File: src/hdl/okl_pkg.sv
// ============================================================================
// okl_pkg
// Shared types and constants for the ordered key list table: operation and
// status codes, the probe word that travels down the cell chain, and the
// control word that the controller broadcasts to every cell.
// ============================================================================
package okl_pkg;

    localparam int NODE_CAPACITY = 64;
    localparam int COUNT_W       = $clog2(NODE_CAPACITY + 1);
    localparam int KEY_W         = 32;
    localparam int PAYLOAD_W     = 32;

    typedef enum logic [1:0] {
        OP_APPEND = 2'd0,
        OP_SEARCH = 2'd1,
        OP_REMOVE = 2'd2
    } opcode_t;

    typedef enum logic [1:0] {
        ST_DONE      = 2'd0,
        ST_NOT_FOUND = 2'd1,
        ST_FULL      = 2'd2
    } status_t;

    typedef enum logic [1:0] {
        S_IDLE,
        S_WALK,
        S_DONE
    } ctrl_state_t;

    typedef struct packed {
        logic                 valid;
        logic [KEY_W-1:0]     key;
        logic [PAYLOAD_W-1:0] payload;
    } entry_t;

    typedef struct packed {
        logic                 valid;
        logic                 remove;
        logic                 found;
        logic [KEY_W-1:0]     key;
        logic [PAYLOAD_W-1:0] payload;
    } probe_t;

    typedef struct packed {
        logic                 append_en;
        logic                 shift_en;
        logic [KEY_W-1:0]     key;
        logic [PAYLOAD_W-1:0] payload;
    } cell_ctl_t;

endpackage

File: src/hdl/okl_ctrl.sv
// ============================================================================
// okl_ctrl
// Request sequencer for the ordered key list table. It takes one word at a
// time, launches probes into the cell chain, keeps the entry count and holds
// the result word in an output register until it is taken.
// ============================================================================
module okl_ctrl (
    input  logic                          clk,
    input  logic                          rst_n,
    input  logic                          in_valid,
    output logic                          in_stall,
    input  logic [1:0]                    opcode,
    input  logic signed [okl_pkg::KEY_W-1:0] key,
    input  logic [okl_pkg::PAYLOAD_W-1:0] payload,
    input  logic                          table_full,
    input  okl_pkg::probe_t               last_probe,
    output okl_pkg::probe_t               launch_probe,
    output okl_pkg::cell_ctl_t            cell_ctl,
    output logic                          out_valid,
    input  logic                          out_stall,
    output logic [1:0]                    status,
    output logic [okl_pkg::PAYLOAD_W-1:0] found_payload,
    output logic [okl_pkg::COUNT_W-1:0]   entry_count,
    output logic                          is_empty
);
    import okl_pkg::*;

    ctrl_state_t          state_reg;
    ctrl_state_t          state_next;
    logic [COUNT_W-1:0]   count_reg;
    logic [COUNT_W-1:0]   count_next;
    status_t              res_status_reg;
    status_t              res_status_next;
    logic [PAYLOAD_W-1:0] res_payload_reg;
    logic [PAYLOAD_W-1:0] res_payload_next;
    logic                 out_valid_reg;
    logic                 out_valid_next;
    status_t              out_status_reg;
    logic [PAYLOAD_W-1:0] out_payload_reg;
    logic [COUNT_W-1:0]   out_count_reg;
    logic                 out_empty_reg;

    logic                 accept;
    logic                 out_free;
    logic                 load_out;
    logic                 is_append;
    logic                 is_walk_op;

    assign accept     = in_valid && !in_stall;
    assign out_free   = !out_valid_reg || !out_stall;
    assign is_append  = (opcode == OP_APPEND);
    assign is_walk_op = (opcode == OP_SEARCH) || (opcode == OP_REMOVE);

    always_comb
    begin
        state_next = state_reg;
        unique case (state_reg)
            S_IDLE:
            begin
                if (accept)
                begin
                    state_next = is_walk_op ? S_WALK : S_DONE;
                end
            end
            S_WALK:
            begin
                if (last_probe.valid)
                begin
                    state_next = S_DONE;
                end
            end
            S_DONE:
            begin
                if (out_free)
                begin
                    state_next = S_IDLE;
                end
            end
            default:
            begin
                state_next = S_IDLE;
            end
        endcase
    end

    always_comb
    begin
        in_stall             = 1'b1;
        load_out             = 1'b0;
        cell_ctl.append_en   = 1'b0;
        cell_ctl.shift_en    = 1'b0;
        cell_ctl.key         = key;
        cell_ctl.payload     = payload;
        launch_probe.valid   = 1'b0;
        launch_probe.remove  = (opcode == OP_REMOVE);
        launch_probe.found   = 1'b0;
        launch_probe.key     = key;
        launch_probe.payload = '0;
        unique case (state_reg)
            S_IDLE:
            begin
                in_stall           = 1'b0;
                cell_ctl.append_en = in_valid && is_append && !table_full;
                launch_probe.valid = in_valid && is_walk_op;
            end
            S_WALK:
            begin
                cell_ctl.shift_en = last_probe.valid && last_probe.remove
                                    && last_probe.found;
            end
            S_DONE:
            begin
                load_out = out_free;
            end
            default:
            begin
                in_stall = 1'b1;
            end
        endcase
    end

    always_comb
    begin
        count_next       = count_reg;
        res_status_next  = res_status_reg;
        res_payload_next = res_payload_reg;
        if (cell_ctl.append_en)
        begin
            count_next = count_reg + COUNT_W'(1);
        end
        else if (cell_ctl.shift_en)
        begin
            count_next = count_reg - COUNT_W'(1);
        end
        if (accept)
        begin
            res_payload_next = '0;
            if (is_append)
            begin
                res_status_next = table_full ? ST_FULL : ST_DONE;
            end
            else
            begin
                res_status_next = ST_NOT_FOUND;
            end
        end
        else if ((state_reg == S_WALK) && last_probe.valid)
        begin
            res_status_next  = last_probe.found ? ST_DONE : ST_NOT_FOUND;
            res_payload_next = last_probe.payload;
        end
    end

    always_comb
    begin
        out_valid_next = out_valid_reg;
        if (load_out)
        begin
            out_valid_next = 1'b1;
        end
        else if (out_valid_reg && !out_stall)
        begin
            out_valid_next = 1'b0;
        end
    end

    always_ff @(posedge clk or negedge rst_n)
    begin
        if (!rst_n)
        begin
            state_reg     <= S_IDLE;
            count_reg     <= '0;
            out_valid_reg <= 1'b0;
        end
        else
        begin
            state_reg     <= state_next;
            count_reg     <= count_next;
            out_valid_reg <= out_valid_next;
        end
    end

    always_ff @(posedge clk)
    begin
        res_status_reg  <= res_status_next;
        res_payload_reg <= res_payload_next;
        if (load_out)
        begin
            out_status_reg  <= res_status_reg;
            out_payload_reg <= res_payload_reg;
            out_count_reg   <= count_reg;
            out_empty_reg   <= (count_reg == '0);
        end
    end

    assign out_valid     = out_valid_reg;
    assign status        = out_status_reg;
    assign found_payload = out_payload_reg;
    assign entry_count   = out_count_reg;
    assign is_empty      = out_empty_reg;

endmodule

File: config.mk
export PLATFORM = sky130hd
export DESIGN_NAME = okl_ctrl
export DESIGN_NICKNAME = d
export VERILOG_FILES = /design/src/hdl/okl_pkg.sv /design/src/hdl/okl_ctrl.sv
export SDC_FILE = /design/constraint.sdc
export NUM_CORES = 1
export LEC_CHECK = 0
export ABC_CLOCK_PERIOD_IN_PS = 5600
export BUFFER_PORTS_ARGS = -buffer_cell sky130_fd_sc_hd__buf_2
export CAP_MARGIN = 20
export CORE_AREA = 2 2 121 123
export DETAILED_ROUTE_END_ITERATION = 12
export DIE_AREA = 0 0 123 125
export PLACE_DENSITY = 0.72
export SLEW_MARGIN = 20
export SYNTH_ARGS = -nofsm -noshare
export SYNTH_HDL_FRONTEND = slang
export SYNTH_SLANG_ARGS = --single-unit
File: constraint.sdc
create_clock -name clk -period 5.6 [get_ports clk]
set_clock_uncertainty 0.1 [all_clocks]
set_input_delay 0.56 -clock clk [delete_from_list [all_inputs] [get_ports clk]]
set_output_delay 0.56 -clock clk [all_outputs]
set_load 0.01 [all_outputs]
---- Word level (Yosys, flattened, before mapping) ----
Cells that the tools add are included.
word-level totals
  bits in registers ....................... 86
  bits of input ports ..................... 138
  output and inout port bits .............. 177
  word-level logic and storage cells ...... 57
operators by class
  add/subtract/negate cells ............... 2
  equality and inequality tests ........... 7
  muxes and demuxes ....................... 19
  reduce and logical (&&, ||, !) cells .... 20
operator list
  cell                                                 number
  2-to-1 mux 2 bit                                     8
  2-to-1 mux 7 bit                                     2
  logical AND 1 bit                                    8
  2-to-1 mux 1 bit                                     8
  adder 7 x 1 -> 7 bit, second input constant          1
  logical NOT 7 bit                                    1
  subtractor 7 x 1 -> 7 bit, second input constant     1
  != test 2 bit, second input constant                 3
  one-hot mux 2 bit (3 select lines)                   1
  nonzero test 2 bit                                   3
  equality test 2 x 1 -> 1 bit, second input constant  2
  equality test 2 bit, second input constant           2
  logical NOT 2 bit                                    2
  logical NOT 1 bit                                    3
  AND reduction 3 bit                                  1
  logical OR 1 bit                                     2

---- Logic depth before layout (Yosys ltp) ----
  depth in word-level cells ............... 5
  depth in mapped cells ................... 10
  mapped depth without buffers ............ 10

---- Worst setup path after synthesis ----
Ideal clock, no wire load.
  path type ............................... register to register
  start ................................... register state_reg[0]
  end ..................................... register out_count_reg[0], in the netlist entry_count[0], enable pin
  arrival ................................. 2.796 ns
  data required time ...................... 5.044 ns
  setup slack ............................. 2.248 ns
  cell stages (with the launch flop) ...... 4
  buffers on the path ..................... 1
  period minus slack after synthesis ...... 3.352 ns
  cells stage by stage .................... dfrtp_1 -> buf_2 -> or2b_1 -> a21oi_1
between the ends
  cells in the longest elaborated chain, start to end .. 2
ends and longest elaborated chain
  item                      line             source
  start: declaration        okl_ctrl.sv:28   ctrl_state_t state_reg;
  start signal: assignment  okl_ctrl.sv:177  state_reg <= state_next;
  equality test 2 bit       okl_ctrl.sv:99   unique case (state_reg)
  2-to-1 mux 1 bit          okl_ctrl.sv:99
  named net load_out        okl_ctrl.sv:45   logic load_out;
  end signal: assignment    okl_ctrl.sv:191  out_count_reg <= count_reg;
  end: declaration          okl_ctrl.sv:40   logic [COUNT_W-1:0] out_count_reg;
The timed path passes the listed nets, and every way through them passes these cells.
A chain may end at the register's enable or synchronous reset.

---- Worst setup path after layout ----
  start ................................... register state_reg[0]
  end ..................................... register count_reg[6]
between the ends
  cells in the longest elaborated chain, start to end .. 3
  elaborated cells between the ends (all ways) .. 6
  classes of those cells .................. 1 x eq/ne; 3 x mux; 2 x reduce/logical
ends and longest elaborated chain
  item                                                                     line             source
  equality test 2 x 1 -> 1 bit or logical NOT 2 bit (tied branches)        okl_ctrl.sv:99
  2-to-1 mux 1 bit                                                         okl_ctrl.sv:99
  nonzero test 2 bit (no source line) or 2-to-1 mux 7 bit (tied branches)  n/a
  end signal: assignment                                                   okl_ctrl.sv:178  count_reg <= count_next;
  end: declaration                                                         okl_ctrl.sv:30   logic [COUNT_W-1:0] count_reg;
Several ways; a longest one is shown, not always the timed one.

==> run metrics <==
CP most frequent cell=o21ai_0; area grow syn2layout=2.96%; crit path cell chain=nor3b_4, buf_4, nand2_2, or2_1, fa_1, a211oi_1, o21ai_0, o21ai_0, mux2i_1, xnor2_1; mapped cell area=~4100 um^2; initial antenna violation count=0; CP endpoint kind=flop; fin crit share=a little under three fifths; worst-path fanout max=37; power per cell area=about 460 nW/um^2; TritonCTS Buffers=9; largest cells by area after synthesis=edfxtp_1 32%, buf_4 23%, dfxtp_1 15%; # clock sinks=86; die height=125 um; Data arrival, critical path=3280 ps; overall routing resource usage=between 10 and 15%; pin count of the biggest net entering global routing=38; initial DRC count=slightly below 200; Via Count=2390; post-route minimum period=about 3100 ps; Post-synth EDFFs=44; drt drc=0; TritonCTS clock tree=done; antenna viol nets, final=0; top cell type by total area after synthesis=edfxtp_1; Async S/R FF share, synth=11.6%; fin nets=about 530; Critical Path RT=5750 ps; DP HPWL=8120 um; layout cells sized above 1=roughly 30%; Synth top cells by count=129 x buf_4, 67 x nand2_1, 44 x edfxtp_1; Site Rows=44; max cap viols=0; n_diodes=0; routed len/inst=between 15 and 20 um; routability cong.=~0.77; Setup TNS=0 ps; critical path's largest stage delay=520 ps; post-synthesis cell count=approximately 390; ys flop type=edfxtp_1; PortBufs=89; die area=between 15000 and 20000 um^2; Synth top area share=31.9%; core area=14200 um^2; startpoint types=flop; CP max-delay cell=fa_1; maximum root-to-sink buffer count=2; total gr overflow=0; yosys warns=0; clk_lat worst skew=between 300 and 400 ps; Filler cells=about 1500; H-tree levels=3; first-pass GRT wire length=13500 um; outcome=completed; Initial Util=about 29%; Clock Tree Root=clkbuf_16; final slew viol count=0; Hold Crit Class=flop to flop; Buffers & Inverters on Critical Path=1; internal reg-to-reg setup slack=2470 ps; Leak=around 1.8 nW; final hold violations=0; Total Routed Length=just over 10000 um; Yosys reg bits=86; Fmax achieved=~0.32 GHz; RSZ-0062 raised after global routing=no; Mapped Avg Cell Area=~11 um^2; most instantiated library cell after synthesis=buf_4; TritonRoute pass-1 iters=4; crit path kind=flop to flop; Top Ports=315; maximum VDD drop=~0.17 mV; final core occ=30.0%; synth unique cells=40; Die Width=approximately 120 um; vias in the first global route=~2100; final setup fails=0; CTS clk-pin slew, worst paths=~60 ps; Vias/cell=4.16; post-synthesis sequential area ratio=a little over half; critical path's top delay family=simple AND/OR/NAND/NOR gates
-- logic make-up after synthesis --
group                    Yosys count  share of synthesized area, %
adder cells (fa/ha/maj)            9                          2.90
AO/OA/AOI/OAI                     53                          7.16
flip-flops                        86                          53.4
XOR/XNOR                           5                          1.06
AND/OR/NAND/NOR                   86                          9.25
buffers and inverters            144                          25.0
multiplexers                       4                          1.12
other                              1                        0.0906
-- power by group --
| group | internal (W) | leakage (nW) | switching, W |
|---|---|---|---|
| sequential | 0.000849 | 0.796 | 0.0000842 |
| clock | 0.000359 | 0.144 | 0.000226 |
| combinational | 0.000182 | 0.827 | 0.000261 |
| total | 0.00139 | 1.77 | 0.000571 |
-- cell type report --
cell class	instances	area, um^2	share of cell area (%)
Clock inverter	3	43.8	1.03
Sequential cell	86	2210	51.9
Clock buffer	13	250	5.87
Timing Repair Buffer	94	485	11.4
Inverter	4	15.0	0.352
Tap cell	184	230	5.40
Multi-Input combinational cell	190	1020	24.0
-- layout by cell type, fill, tap and decap left out, drive strengths merged --
master,Yosys,routed
or4,1,1
a21o,2,2
clkinv,0,1
and3b,1,1
dfrtp,10,10
bufinv,0,1
or2b,1,1
nor3b,2,2
xnor2,2,2
edfxtp,44,44
mux2,2,2
clkbuf,9,13
nand2b,1,1
o21ai,6,6
dlygate4sd3,0,1
conb,1,33
mux2i,2,2
nor4,1,1
a211oi,3,3
o21bai,2,2
nand3b,1,1
a31oi,1,1
or2,2,2
ha,8,8
and2,1,1
xor2,3,3
dfxtp,32,32
o22ai,1,1
buf,131,93
inv,4,5
fa,1,1
a21oi,38,38
nor2,5,5
and3,2,2
nand2,68,68
-- per-stage QoR --
| step | setup WS (ps) | instances | cell area, um^2 | hold WS (ps) | power, W |
|---|---|---|---|---|---|
| finish | 2470 | 574 | 4260 | 319 | 0.00196 |
| global route | 2280 | 574 | 4260 | 328 | 0.00207 |
| floorplan | 2250 | 420 | 4260 | 164 | 0.00132 |
| detailed placement | 2330 | 557 | 3960 | 308 | 0.00139 |
| global placement | 2390 | 557 | 3960 | 310 | 0.00137 |
| CTS | 2470 | 574 | 4260 | 321 | 0.00198 |
-- worst paths after layout --
path,from,endpoint,depth (start not counted)
worst max-delay path,state_reg[0],count_reg[6],10
worst min-delay path,res_status_reg[0],status[0],0
worst max register to register,state_reg[0],count_reg[6],10
worst min register to register,res_status_reg[0],status[0],0
max in group asynchronous,rst_n,count_reg[1],2
min in group asynchronous,rst_n,out_valid,2
-- routing by layer --
layer	track usage [%]	part of all wire, %	vias up	wire length [um]
li1	-	-	1114	-
met1	9.65	27	1074	2740
met2	20.9	50	179	5110
met3	11.1	19	23	1960
met4	5.55	3.1	0	318
met5	0	0	-	0
-- what timing repair did --
action	4_1_cts	5_1_grt
hold endpoints to repair	3	0
hold buffers	1	0
setup buffers	0	0
resized for setup	0	0
No activity file was read; power rests on OpenSTA's default activity.
