[src/hdl/okl_pkg.sv]
// ============================================================================
// okl_pkg
// Shared types and constants for the ordered key list table: operation and
// status codes, the probe word that travels down the cell chain, and the
// control word that the controller broadcasts to every cell.
// ============================================================================
package okl_pkg;

    localparam int NODE_CAPACITY = 64;
    localparam int COUNT_W       = $clog2(NODE_CAPACITY + 1);
    localparam int KEY_W         = 32;
    localparam int PAYLOAD_W     = 32;

    typedef enum logic [1:0] {
        OP_APPEND = 2'd0,
        OP_SEARCH = 2'd1,
        OP_REMOVE = 2'd2
    } opcode_t;

    typedef enum logic [1:0] {
        ST_DONE      = 2'd0,
        ST_NOT_FOUND = 2'd1,
        ST_FULL      = 2'd2
    } status_t;

    typedef enum logic [1:0] {
        S_IDLE,
        S_WALK,
        S_DONE
    } ctrl_state_t;

    typedef struct packed {
        logic                 valid;
        logic [KEY_W-1:0]     key;
        logic [PAYLOAD_W-1:0] payload;
    } entry_t;

    typedef struct packed {
        logic                 valid;
        logic                 remove;
        logic                 found;
        logic [KEY_W-1:0]     key;
        logic [PAYLOAD_W-1:0] payload;
    } probe_t;

    typedef struct packed {
        logic                 append_en;
        logic                 shift_en;
        logic [KEY_W-1:0]     key;
        logic [PAYLOAD_W-1:0] payload;
    } cell_ctl_t;

endpackage

[src/hdl/okl_cell.sv]
// ============================================================================
// okl_cell
// One slot of the ordered list. It holds one entry, checks the passing probe
// word against its key, marks itself for compaction on a remove, and takes
// over its right neighbor's entry when the list closes a gap.
// ============================================================================
module okl_cell (
    input  logic              clk,
    input  logic              rst_n,
    input  okl_pkg::cell_ctl_t ctl,
    input  logic              prev_valid,
    input  okl_pkg::entry_t   next_entry,
    input  okl_pkg::probe_t   probe_in,
    output okl_pkg::entry_t   entry,
    output okl_pkg::probe_t   probe_out
);
    import okl_pkg::*;

    logic                 valid_reg;
    logic                 valid_next;
    logic [KEY_W-1:0]     key_reg;
    logic [KEY_W-1:0]     key_next;
    logic [PAYLOAD_W-1:0] payload_reg;
    logic [PAYLOAD_W-1:0] payload_next;
    logic                 mark_reg;
    logic                 mark_next;
    probe_t               probe_reg;
    probe_t               probe_next;
    logic                 match;

    assign match = probe_in.valid && valid_reg && (key_reg == probe_in.key);

    always_comb
    begin
        valid_next   = valid_reg;
        key_next     = key_reg;
        payload_next = payload_reg;
        mark_next    = mark_reg;
        if (ctl.shift_en)
        begin
            if (mark_reg)
            begin
                valid_next   = next_entry.valid;
                key_next     = next_entry.key;
                payload_next = next_entry.payload;
            end
            mark_next = 1'b0;
        end
        else
        begin
            if (ctl.append_en && !valid_reg && prev_valid)
            begin
                valid_next   = 1'b1;
                key_next     = ctl.key;
                payload_next = ctl.payload;
            end
            if (probe_in.valid && probe_in.remove && (probe_in.found || match))
            begin
                mark_next = 1'b1;
            end
        end
    end

    always_comb
    begin
        probe_next = probe_in;
        if (match && !probe_in.found)
        begin
            probe_next.found = 1'b1;
            if (!probe_in.remove)
            begin
                probe_next.payload = payload_reg;
            end
        end
    end

    always_ff @(posedge clk or negedge rst_n)
    begin
        if (!rst_n)
        begin
            valid_reg <= 1'b0;
            mark_reg  <= 1'b0;
            probe_reg <= '0;
        end
        else
        begin
            valid_reg <= valid_next;
            mark_reg  <= mark_next;
            probe_reg <= probe_next;
        end
    end

    always_ff @(posedge clk)
    begin
        key_reg     <= key_next;
        payload_reg <= payload_next;
    end

    assign entry.valid   = valid_reg;
    assign entry.key     = key_reg;
    assign entry.payload = payload_reg;
    assign probe_out     = probe_reg;

endmodule

[config.mk]
export PLATFORM = sky130hd
export DESIGN_NAME = okl_cell
export DESIGN_NICKNAME = d
export VERILOG_FILES = /design/src/hdl/okl_pkg.sv /design/src/hdl/okl_cell.sv
export SDC_FILE = /design/constraint.sdc
export NUM_CORES = 1
export LEC_CHECK = 0
export ABC_AREA = 1
export BUFFER_PORTS_ARGS = -buffer_cell sky130_fd_sc_hd__buf_2
export CORE_AREA = 2 2 129 131
export CTS_BUF_LIST = sky130_fd_sc_hd__clkbuf_8
export CTS_CLUSTER_SIZE = 20
export DETAILED_ROUTE_END_ITERATION = 10
export DIE_AREA = 0 0 131 133
export MAX_ROUTING_LAYER = met4
export PLACE_DENSITY_LB_ADDON = 0.08
export SLEW_MARGIN = 10
export SYNTH_ARGS = -nofsm -noshare
export SYNTH_HDL_FRONTEND = slang
export SYNTH_SLANG_ARGS = --single-unit
[constraint.sdc]
create_clock -name clk -period 12.92 [get_ports clk]
set_input_delay 2.584 -clock clk [delete_from_list [all_inputs] [get_ports clk]]
set_output_delay 2.584 -clock clk [all_outputs]
set_load 0.02 [all_outputs]
After elaboration in Yosys (flattened, before gate mapping)
Cells that the tools add are included.
- register bits after elaboration: 133
- bits of input ports: 201
- output and inout port bits: 132
- logic and storage cells: 38
- equal/unequal tests: 2
- mux-type cells: 14
- reductions and logical operators: 13
- operator list (operator ; count):
    2-to-1 mux 32 bit ; 8
    equality test 32 bit ; 1
    logical AND 1 bit ; 7
    2-to-1 mux 1 bit ; 6
    nonzero test 2 bit ; 2
    logical NOT 1 bit ; 2
    inequality test 2 x 1 -> 1 bit, second input constant ; 1
    AND reduction 2 bit ; 1
    logical OR 1 bit ; 1

Longest topological paths before layout
Gate-level depths: netlist of run 1.
- depth after elaboration: 6
- gate-level depth with buffers: 12
- gate-level depth less buffers: 12

Worst setup path after synthesis of run 1
Ideal clock, no wire load.
- kind: input port to flip-flop
- start point: input ctl[64] in the netlist's numbering
- end point: register valid_reg
- data arrival time: 7831 ps
- path slack: 4927 ps
- stages on the path: 4
- path buffers: 0
- cells stage by stage: inv_1 o21ai_0 o21ai_0 o21ai_0
- longest elaborated chain between the ends: 2
- elaborated cells on any way between the ends: 4
- RTL lines (element ; line ; RTL):
    from (decl) ; okl_cell.sv:10 ; input okl_pkg::cell_ctl_t ctl,
    inequality test 2 x 1 -> 1 bit (no source line) / nonzero test 2 bit (equally long branches) ; -- ;
    AND reduction 2 bit (no source line) ; -- ;
    to (signal assigned) ; okl_cell.sv:87 ; valid_reg <= valid_next;
    to (decl) ; okl_cell.sv:19 ; logic valid_reg;
Parallel ways exist; a longest one is shown, timed or not.
A chain may end at the register's enable or synchronous reset.

Worst setup path after layout of run 1
- start point: input ctl[64] in the netlist's numbering
- end point: register key_reg[1] (enable)
- longest elaborated chain between the ends: 2
- elaborated cells on any way between the ends: 3
- RTL lines (element ; line ; RTL):
    inequality test 2 x 1 -> 1 bit (no source line) / nonzero test 2 bit (equally long branches) ; -- ;
    AND reduction 2 bit (no source line) * ; -- ;
    to (signal assigned) ; okl_cell.sv:95 ; key_reg <= key_next;
    to (decl) ; okl_cell.sv:21 ; logic [KEY_W-1:0] key_reg;
Mark *: on every way between the ends. The rest lies on a longest branch, timed or not.

==> flow_metrics.env, run 1 <==
export IMPL_per_cell_via_count_in_the_routed_design=4.45
export IMPL_global_route_usage_met1_pct=27.5
export IMPL_fin_tns_setup_ns=0
export IMPL_die_area_mm2=0.0174
export IMPL_postCtsSetupBuffers=0
export IMPL_clkSinkCount=133
export IMPL_syn_mean_instance_area_um2=8.83
export IMPL_synth_area_mm2=0.00590
export IMPL_run_status="finished, final reports clean"
export IMPL_io_pin_count=333
export IMPL_peakVddDrop_mv=0.0581
export IMPL_drt_initial_violations=288
export IMPL_mux_cell_area_share_after_synthesis_pct=0
export IMPL_cp_slowest_stage_delay_ns=0.94
export IMPL_cts_root_buffer_cell="clkbuf_8"
export IMPL_rows=47
export IMPL_timing_critical_path_max_delay_family="buffers and inverters"
export IMPL_ys_async_sr_fraction_pct=51.9
export IMPL_cts_clk_slew_worst_paths_ns=0.07
export IMPL_synth_simple_gate_area_share_pct=29.5
export IMPL_mappedNetlistNets=869
export IMPL_cts_tree="yes"
export IMPL_post_layout_inst_area_mm2=0.00817
export IMPL_path_common_cell="buf_4"
export IMPL_synth_area_top_cells="edfxtp_1 33%, dfrtp_1 29%, nand2_1 22%"
export IMPL_max_h_tree_level=4
export IMPL_fillCellCount=1607
export IMPL_dpl_instance_area_mm2=0.00774
export IMPL_synth_compound_area_share_pct=1.02
export IMPL_start_util_pct=36.5
export IMPL_pre_cts_slack_ns=7.03
export IMPL_ctsResizeCount=0
export IMPL_yosysTopAreaCell="edfxtp_1"
export IMPL_hold_class="flip-flop to flip-flop"
export IMPL_synth_sequential_area_ratio_pct=61.8
export IMPL_timing_critical_path_arrival_ns=5.45
export IMPL_dominant_combinational_cell_family_by_area_after_synthesis="simple AND/OR/NAND/NOR gates"
export IMPL_global_route_peak_usage_layer="met2"
export IMPL_post_drt_wl_per_cell_um=15.3
export IMPL_die_width_um=131
export IMPL_drt_first_pass_iters=4
export IMPL_post_route_cells_drive_above_1_share_pct=36.6
export IMPL_p_leak_nw=4.45
export IMPL_clock_insertion_delay_worst_skew_ns=0.45
export IMPL_die_height_um=133
export IMPL_critical_path_slowest_cell="o21ai_4"
export IMPL_min_period_ns=5.36
export IMPL_port_buffers=332
export IMPL_gr_usage_met3_pct=5.90
export IMPL_grt_antenna_before_repair=3
export IMPL_synthCells=668
export IMPL_placeableCoreArea_mm2=0.0162
export IMPL_max_cap_violations=0
export IMPL_end_kind="flip-flop"
export IMPL_synth_edff_count=64
export IMPL_yosys_area_share_xor_xnor_pct=1.34
export IMPL_largest_reg_flops=67
export IMPL_yosys_register_bits=133
export IMPL_timing_fmax_mhz=186
export IMPL_period_share_pct=41.5
export IMPL_synthesis_yosys_warnings=0
export IMPL_final_max_slew_viol_count=0
export IMPL_synthFlopType="dfrtp_1"
export IMPL_netlist_cell_type_count=26
export IMPL_worst_slew_margin_rel_pct=21.5
export IMPL_syn2layout_area_growth_pct=38.4
export IMPL_rsz0062_at_grt="false"
export IMPL_crit_path_cell_trace="buf_2 -> buf_4 -> inv_2 -> o21ai_4 -> buf_4"
export IMPL_post_route_drc_count=0
export IMPL_setup_crit_path_kind="input pin to flip-flop"
export IMPL_required_ns=13.01
export IMPL_final_hold_violation_count=0
export IMPL_setup_violations=0
export IMPL_groute_usage_overall_pct=22.2
export IMPL_groute_layer_met2_usage_pct=34.9
export IMPL_detail_route_wirelength_mm=18.9
export IMPL_tightestPinTransition_ns=1.18
export IMPL_grt_pass1_vias=5095
export IMPL_share_of_the_synthesized_area_in_the_top_cell_type_pct=32.6
export IMPL_yosys_cell_count_top_type="nand2_1"
export IMPL_power_per_cell_area_mw_per_mm2=125
export IMPL_crit_fanout=67
export IMPL_dp_hpwl_mm=14.0
export IMPL_maximum_number_of_pins_on_one_net_before_global_route_repair=70
export IMPL_grt_overflow=0
export IMPL_timing_clock_skew_ns=0.0124
export IMPL_num_nets_final=1197
export IMPL_synth_adder_area_share_pct=0
export IMPL_cts_hold_buf=0
export IMPL_routed_via_count=5485
export IMPL_final_antenna_net_count=0
export IMPL_postLayoutSetupSlackWorst_ns=7.56
export IMPL_gp_congestion=0.827
export IMPL_clockBufferDepth=2
export IMPL_cts_made_buffers=17
export IMPL_critical_path_buf_inv_count=4
export IMPL_critical_path_startpoint_type="input pin"
export IMPL_synth_top_cells_by_count="345 x nand2_1, 69 x dfrtp_1, 64 x edfxtp_1, 60 x inv_1, 38 x nand4_1"
export IMPL_wire_length_of_the_first_global_routing_pass_mm=27.6
-- area by class of cell --
type	count	area [um2]	area share [%]
clock inverters	14	169	2.07
diodes	3	7.51	0.0919
repair buffers	336	1690	20.7
inverters	61	229	2.80
well taps	220	275	3.37
multi-input cells	447	1890	23.2
flip-flops and latches	133	3650	44.7
clock buffers	18	248	3.03
-- logic make-up after synthesis --
kind of cell | after synthesis
buffers and inverters | 88
xor gates and xnor gates | 9
DFF | 133
and+or+nand+nor | 427
AOI/OAI and AO/OA | 11
-- worst min-delay path, stage by stage (launching register included) --
cell and delay, ns:
edfxtp_1 0.34, nand4_1 0.08, nand2_1 0.07
-- worst paths after layout --
check                               start             to  slack (ns)  cells after the start
hold reg to reg            payload_reg[9]   probe_out[9]        0.52                      2
max in group asynchronous           rst_n  probe_out[28]       10.02                      1
setup / recovery                  ctl[64]     key_reg[1]        7.56                      5
setup reg to reg              key_reg[21]  probe_out[21]       10.16                     10
min in group asynchronous           rst_n  probe_out[45]        2.28                      1
hold / removal             payload_reg[9]   probe_out[9]        0.52                      2
-- cell usage in the layout, fill, tap and decap left out, drive strengths merged, types with 5 or more instances in the layout --
cell type    n
o21ai        7
nand3        7
dfrtp       69
nand2      345
nor3         5
clkinv       5
nor2        30
edfxtp      64
nand4       38
buf        336
xor2         5
clkbuf      18
inv         65
-- metrics by stage --
step / util [%] / instances / power, mW / hold WS (ns)
finish: 50.5 / 1232 / 1.02 / 0.520
global route: 50.5 / 1232 / 1.07 / 0.561
CTS: 50.4 / 1229 / 1.03 / 0.523
detailed placement: 47.9 / 1197 / 0.660 / 0.507
global placement: 47.9 / 1197 / 0.659 / 0.498
floorplan: - / 668 / 0.582 / 0.491
-- power breakdown --
part	internal, mW	switching, mW
Clock	0.211	0.157
Sequential	0.475	0.0127
Combinational	0.0575	0.104
Total	0.743	0.274
-- layer usage --
| layer | share of wire, % | up-vias |
|---|---|---|
| met2 | 49 | 225 |
| met5 | 0 | - |
| met1 | 42 | 2471 |
| met3 | 7.0 | 24 |
| met4 | 2.1 | 0 |
| li1 | - | 2765 |
No activity file was read; power rests on OpenSTA's default activity.
==> inputs of run 2 (changes only) <==
- clock period: 12.92 -> 5.1 ns (I/O delays scaled with it)
==> run 2 against run 1 <==
  * First-iteration DRC count grew 3.8%
  * Clock power grew to 2.8 times the previous value
  * Worst setup slack lost 5.0 ns
  * Hold slack lost 0.0092 ns
  * Via count shrank 2.1%
  * Clock skew is essentially flat
  * Power grew to 2.6 times the previous value
  * Utilization grew 0.39 points
  * Largest cell class unchanged
  * Largest power group unchanged
  * Highest routed layer unchanged
==> flow_metrics.env, run 2 (same netlist as run 1, synthesis figures left out) <==
export IMPL_power_share_switching_pct=27.6
export IMPL_final_max_slew_viol_count=0
export IMPL_worst_slew_margin_rel_pct=39.7
export IMPL_clockBufferDepth=2
export IMPL_die_area_mm2=0.0174
export IMPL_seq_power_share_pct=46.2
export IMPL_postCtsSetupBuffers=0
export IMPL_wire_length_of_the_first_global_routing_pass_mm=27.4
export IMPL_critical_path_startpoint_type="input pin"
export IMPL_gp_congestion=0.856
export IMPL_final_antenna_net_count=0
export IMPL_start_util_pct=36.5
export IMPL_groute_usage_overall_pct=21.9
export IMPL_fillCellCount=1577
export IMPL_post_route_drc_count=0
export IMPL_cell_internal_pwr_mw=1.94
export IMPL_rsz0062_at_grt="false"
export IMPL_end_kind="flip-flop"
export IMPL_syn2layout_area_growth_pct=39.5
export IMPL_timing_hold_ws_ns=0.511
export IMPL_leading_cell_types_in_the_layout_fill_and_taps_excluded="345 x nand2_1, 331 x buf_2, 69 x dfrtp_1"
export IMPL_combPwrFrac_pct=15.3
export IMPL_clock_insertion_delay_worst_skew_ns=0.45
export IMPL_per_cell_via_count_in_the_routed_design=4.35
export IMPL_required_ns=5.44
export IMPL_tightestPinTransition_ns=0.905
export IMPL_setup_violations=0
export IMPL_io_pin_count=333
export IMPL_timing_critical_path_arrival_ns=2.84
export IMPL_timing_fmax_mhz=401
export IMPL_cts_made_buffers=17
export IMPL_hold_class="flip-flop to flip-flop"
export IMPL_port_buffers=332
export IMPL_crit_path_cell_trace="buf_2 -> inv_1 -> nor2_1 -> nor3_1 -> nand3_1 -> nor2_1 -> nand2_1 -> nor2_4 -> buf_4 -> nand3_4 -> nand2_1 -> nand2_1"
export IMPL_clkSinkCount=133
export IMPL_crit_fanout=33
export IMPL_largest_reg_flops=67
export IMPL_power_per_cell_area_mw_per_mm2=325
export IMPL_cts_clk_slew_worst_paths_ns=0.08
export IMPL_peakVddDrop_mv=0.162
export IMPL_maximum_number_of_pins_on_one_net_before_global_route_repair=70
export IMPL_drt_initial_violations=299
export IMPL_period_share_pct=48.9
export IMPL_cp_slowest_stage_delay_ns=0.41
export IMPL_critical_path_slowest_cell="nand3_4"
export IMPL_final_hold_violation_count=0
export IMPL_num_nets_final=1200
export IMPL_grt_overflow=0
export IMPL_setup_crit_path_kind="input pin to flip-flop"
export IMPL_ctsResizeCount=0
export IMPL_post_route_cells_drive_above_1_share_pct=37.3
export IMPL_cts_hold_buf=0
export IMPL_placeableCoreArea_mm2=0.0162
export IMPL_path_common_cell="nand2_1"
export IMPL_fin_tns_setup_ns=0
export IMPL_rows=47
export IMPL_max_cap_violations=0
export IMPL_routed_via_count=5370
export IMPL_power_share_clock_pct=38.5
export IMPL_cts_tree="yes"
export IMPL_min_period_ns=2.49
export IMPL_die_height_um=133
export IMPL_dp_hpwl_mm=14.0
export IMPL_run_status="finished, final reports clean"
export IMPL_p_leak_nw=4.47
export IMPL_net_switching_power_mw=0.738
export IMPL_grt_pass1_vias=5145
export IMPL_max_h_tree_level=4
export IMPL_drt_first_pass_iters=4
export IMPL_die_width_um=131
export IMPL_commonest_non_fill_non_tap_cell_in_the_layout="nand2_1"
export IMPL_post_drt_wl_per_cell_um=15.1
export IMPL_timing_clock_skew_ns=0.0121
export IMPL_grt_antenna_before_repair=2
export IMPL_detail_route_wirelength_mm=18.7
export IMPL_cts_root_buffer_cell="clkbuf_8"
[run 2: cell type report]
cell class / instances / area (um2) / area share, %
multi-input combinational: 447 / 1890 / 23.0
clock inverter: 15 / 226 / 2.75
inverter: 61 / 229 / 2.78
timing repair buffer: 339 / 1720 / 20.9
tap: 220 / 275 / 3.34
antenna: 2 / 5.00 / 0.0608
clock buffer: 17 / 234 / 2.84
sequential: 133 / 3650 / 44.3
[run 2: power groups by stage]
stage | Sequential [mW] | Combinational, mW | Clock, mW
finish | 1.24 | 0.410 | 1.03
global route | 1.24 | 0.455 | 1.10
CTS | 1.24 | 0.416 | 1.05
detailed placement | 1.26 | 0.414 | 0
global placement | 1.26 | 0.415 | 0
floorplan | 1.33 | 0.137 | 0
[run 2: stage by stage]
| step | cell area [um2] | setup slack, ns | std cells | total power [mW] | util [%] |
|---|---|---|---|---|---|
| 3_5_place_dp | 7760 | 2.12 | 1200 | 1.67 | 48.0 |
| 2_1_floorplan | 5900 | 0.513 | 668 | 1.47 | - |
| 6_report | 8230 | 2.61 | 1234 | 2.67 | 50.9 |
| 4_1_cts | 8220 | 2.62 | 1232 | 2.70 | 50.9 |
| 5_1_grt | 8230 | 2.42 | 1234 | 2.79 | 50.9 |
| 3_3_place_gp | 7760 | 2.15 | 1200 | 1.67 | 48.0 |
[run 2: final timing paths]
check                               start             to  slack (ns)  cells after the start
hold reg to reg            payload_reg[9]   probe_out[9]        0.51                      2
max in group asynchronous           rst_n  probe_out[29]        3.82                      1
setup / recovery             probe_in[51]  probe_out[26]        2.61                     12
hold / removal             payload_reg[9]   probe_out[9]        0.51                      2
min in group asynchronous           rst_n   probe_out[2]        0.68                      1
setup reg to reg              key_reg[17]  probe_out[26]        2.82                     12
[run 2: worst max-delay path: cells and delay by family]
family                 cells  cell delay (ns)
AND/OR/NAND/NOR            9             1.27
buffers and inverters      3             0.50
[run 2: routing by layer]
metal | global-route usage, % | routed length [um] | vias to the layer above
met5 | - | 0 | -
met4 | 8.63 | 465 | 0
met3 | 5.66 | 1330 | 29
met2 | 34.4 | 8890 | 230
met1 | 27.1 | 7970 | 2336
li1 | - | - | 2775
==> inputs of run 3 (changes only) <==
- clock period: 5.1 -> 2.11 ns (I/O delays scaled with it)
==> run 3 against run 2 <==
  * Worst setup slack worse by 2.2 ns
  * First-iteration DRC count up 5.7%
  * Die area stayed put
  * Power is 130% higher
  * Critical path type is now flip-flop to flip-flop
  * Non-clock buffer count increased by 6
  * Largest power group unchanged
  * Design area rose by 0.27%
  * Critical path depth decreased by 3
  * Via count is 1.9% higher
  * Cell count up 0.65%
  * Combinational power is 140% higher
  * Global-route usage down 0.080 points
  * Hold slack lost 0.40 ns
==> flow_metrics.env, run 3 (same netlist as run 1, synthesis figures left out) <==
export IMPL_io_pin_count=333
export IMPL_min_period_ns=1.75
export IMPL_rsz0062_at_grt="false"
export IMPL_num_nets_final=1206
export IMPL_cts_made_buffers=17
export IMPL_routed_via_count=5470
export IMPL_timing_critical_path_arrival_ns=2.08
export IMPL_grt_pass1_vias=5352
export IMPL_drt_initial_violations=316
export IMPL_p_leak_nw=4.50
export IMPL_start_util_pct=36.5
export IMPL_final_antenna_net_count=0
export IMPL_grt_overflow=0
export IMPL_wire_length_of_the_first_global_routing_pass_mm=27.5
export IMPL_drt_first_pass_iters=6
export IMPL_rows=47
export IMPL_clockBufferDepth=2
export IMPL_clock_insertion_delay_worst_skew_ns=0.44
export IMPL_critical_path_startpoint_type="flip-flop"
export IMPL_cts_clk_slew_worst_paths_ns=0.07
export IMPL_clkSinkCount=133
export IMPL_dp_hpwl_mm=14.3
export IMPL_cts_tree="yes"
export IMPL_max_cap_violations=0
export IMPL_required_ns=2.44
export IMPL_post_route_cells_drive_above_1_share_pct=37.1
export IMPL_dpl_instance_area_mm2=0.00785
export IMPL_grt_antenna_before_repair=4
export IMPL_tightestPinTransition_ns=0.729
export IMPL_crit_fanout=8
export IMPL_timing_fmax_mhz=571
export IMPL_final_max_slew_viol_count=0
export IMPL_power_share_clock_pct=34.1
export IMPL_per_cell_via_count_in_the_routed_design=4.40
export IMPL_gp_congestion=0.823
export IMPL_detail_route_wirelength_mm=18.5
export IMPL_port_buffers=332
export IMPL_setup_violations=0
export IMPL_die_width_um=131
export IMPL_fillCellCount=1559
export IMPL_period_share_pct=83.0
export IMPL_maximum_number_of_pins_on_one_net_before_global_route_repair=66
export IMPL_end_kind="flip-flop"
export IMPL_run_status="finished, final reports clean"
export IMPL_cell_internal_pwr_mw=4.36
export IMPL_peakVddDrop_mv=0.382
export IMPL_post_layout_inst_area_mm2=0.00825
export IMPL_post_drt_wl_per_cell_um=14.9
export IMPL_combPwrFrac_pct=16.5
export IMPL_fin_tns_setup_ns=0
export IMPL_timing_clock_skew_ns=0.0110
export IMPL_syn2layout_area_growth_pct=39.8
export IMPL_commonest_non_fill_non_tap_cell_in_the_layout="nand2_1"
export IMPL_post_route_drc_count=0
export IMPL_worst_slew_margin_rel_pct=51.4
export IMPL_groute_usage_overall_pct=21.9
export IMPL_net_switching_power_mw=1.69
export IMPL_die_height_um=133
export IMPL_cts_root_buffer_cell="clkbuf_8"
export IMPL_largest_reg_flops=67
export IMPL_utilization_pct=51.0
export IMPL_hold_class="input pin to flip-flop"
export IMPL_final_hold_violation_count=0
export IMPL_power_per_cell_area_mw_per_mm2=734
export IMPL_seq_power_share_pct=49.4
export IMPL_max_h_tree_level=4
export IMPL_placeableCoreArea_mm2=0.0162
export IMPL_power_share_switching_pct=27.9
export IMPL_die_area_mm2=0.0174
export IMPL_setup_crit_path_kind="flip-flop to flip-flop"
export IMPL_leading_cell_types_in_the_layout_fill_and_taps_excluded="345 x nand2_1, 331 x buf_2, 69 x dfrtp_1"
export IMPL_timing_hold_ws_ns=0.111
==> run 3: cell count changes in the layout (fill, tap and decap cells not counted), moves of 2 or more <==
cell and delta:
diode_2 +2, inv_6 -3, clkbuf_8 +2, clkinv_2 +2, inv_1 +5, buf_12 +4, bufinv_16 -3
==> run 3: worst max-delay path, cell delays in order (launching register included) <==
cell and delay [ns]:
edfxtp_1 0.41, xnor2_1 0.23, nand3_1 0.10, nor3_1 0.15
nand2_1 0.10, nor2_2 0.23, nand3_4 0.12, buf_4 0.19
nand2_1 0.06, nand2_1 0.05
==> run 3: layer usage <==
metal | global-route usage (%) | vias to the layer above | share of wire, %
li1 | - | 2784 | -
met2 | 34.7 | 232 | 48
met3 | 6.47 | 23 | 8.4
met1 | 26.3 | 2431 | 42
met4 | 8.04 | 0 | 2.0
met5 | - | - | 0
==> run 3: repair_timing <==
| item | 4_1_cts | 5_1_grt |
|---|---|---|
| buffers inserted | 0 | 0 |
| endpoints found under the hold margin | 28 | 0 |
| hold buffers | 1 | 0 |
| resized for setup | 0 | 0 |
| endpoints found under the setup margin | 0 | 0 |
==> run 3: path summary, 6_finish.rpt <==
check | cells past startpoint | endpoint | from | slack (ns)
setup / recovery | 9 | probe_out[28] | key_reg[20] | 0.36
hold / removal | 1 | probe_out[34] | probe_in[34] | 0.11
setup reg to reg | 9 | probe_out[28] | key_reg[20] | 0.36
hold reg to reg | 2 | probe_out[1] | payload_reg[1] | 0.51
max in group asynchronous | 3 | probe_out[4] | rst_n | 1.09
min in group asynchronous | 2 | probe_out[49] | rst_n | 0.46
==> run 3: power by group through the flow <==
stage | sequential (mW) | combinational [mW] | clock (mW)
after detailed placement | 3.04 | 1.01 | 0
after global placement | 3.04 | 1.01 | 0
after CTS | 2.99 | 1.01 | 2.12
after global routing | 3.01 | 1.11 | 2.21
final | 2.99 | 1.00 | 2.06
after floorplan | 3.21 | 0.333 | 0
==> run 3: cell type report <==
cell class	instances	area, um2	area share [%]
multi-input combinational	447	1890	23.0
sequential	133	3650	44.2
clock inverter	13	119	1.44
tap	220	275	3.34
timing repair buffer	345	1810	22.0
inverter	61	229	2.77
antenna	4	10.0	0.121
clock buffer	19	262	3.17
==> run 3: through the flow <==
stage / cells / worst slack (ns) / power, mW
after CTS: 1238 / 0.341 / 6.12
after global placement: 1205 / 0.265 / 4.05
after floorplan: 668 / 0.0922 / 3.55
final: 1242 / 0.360 / 6.05
after global routing: 1242 / 0.149 / 6.33
after detailed placement: 1205 / 0.225 / 4.06
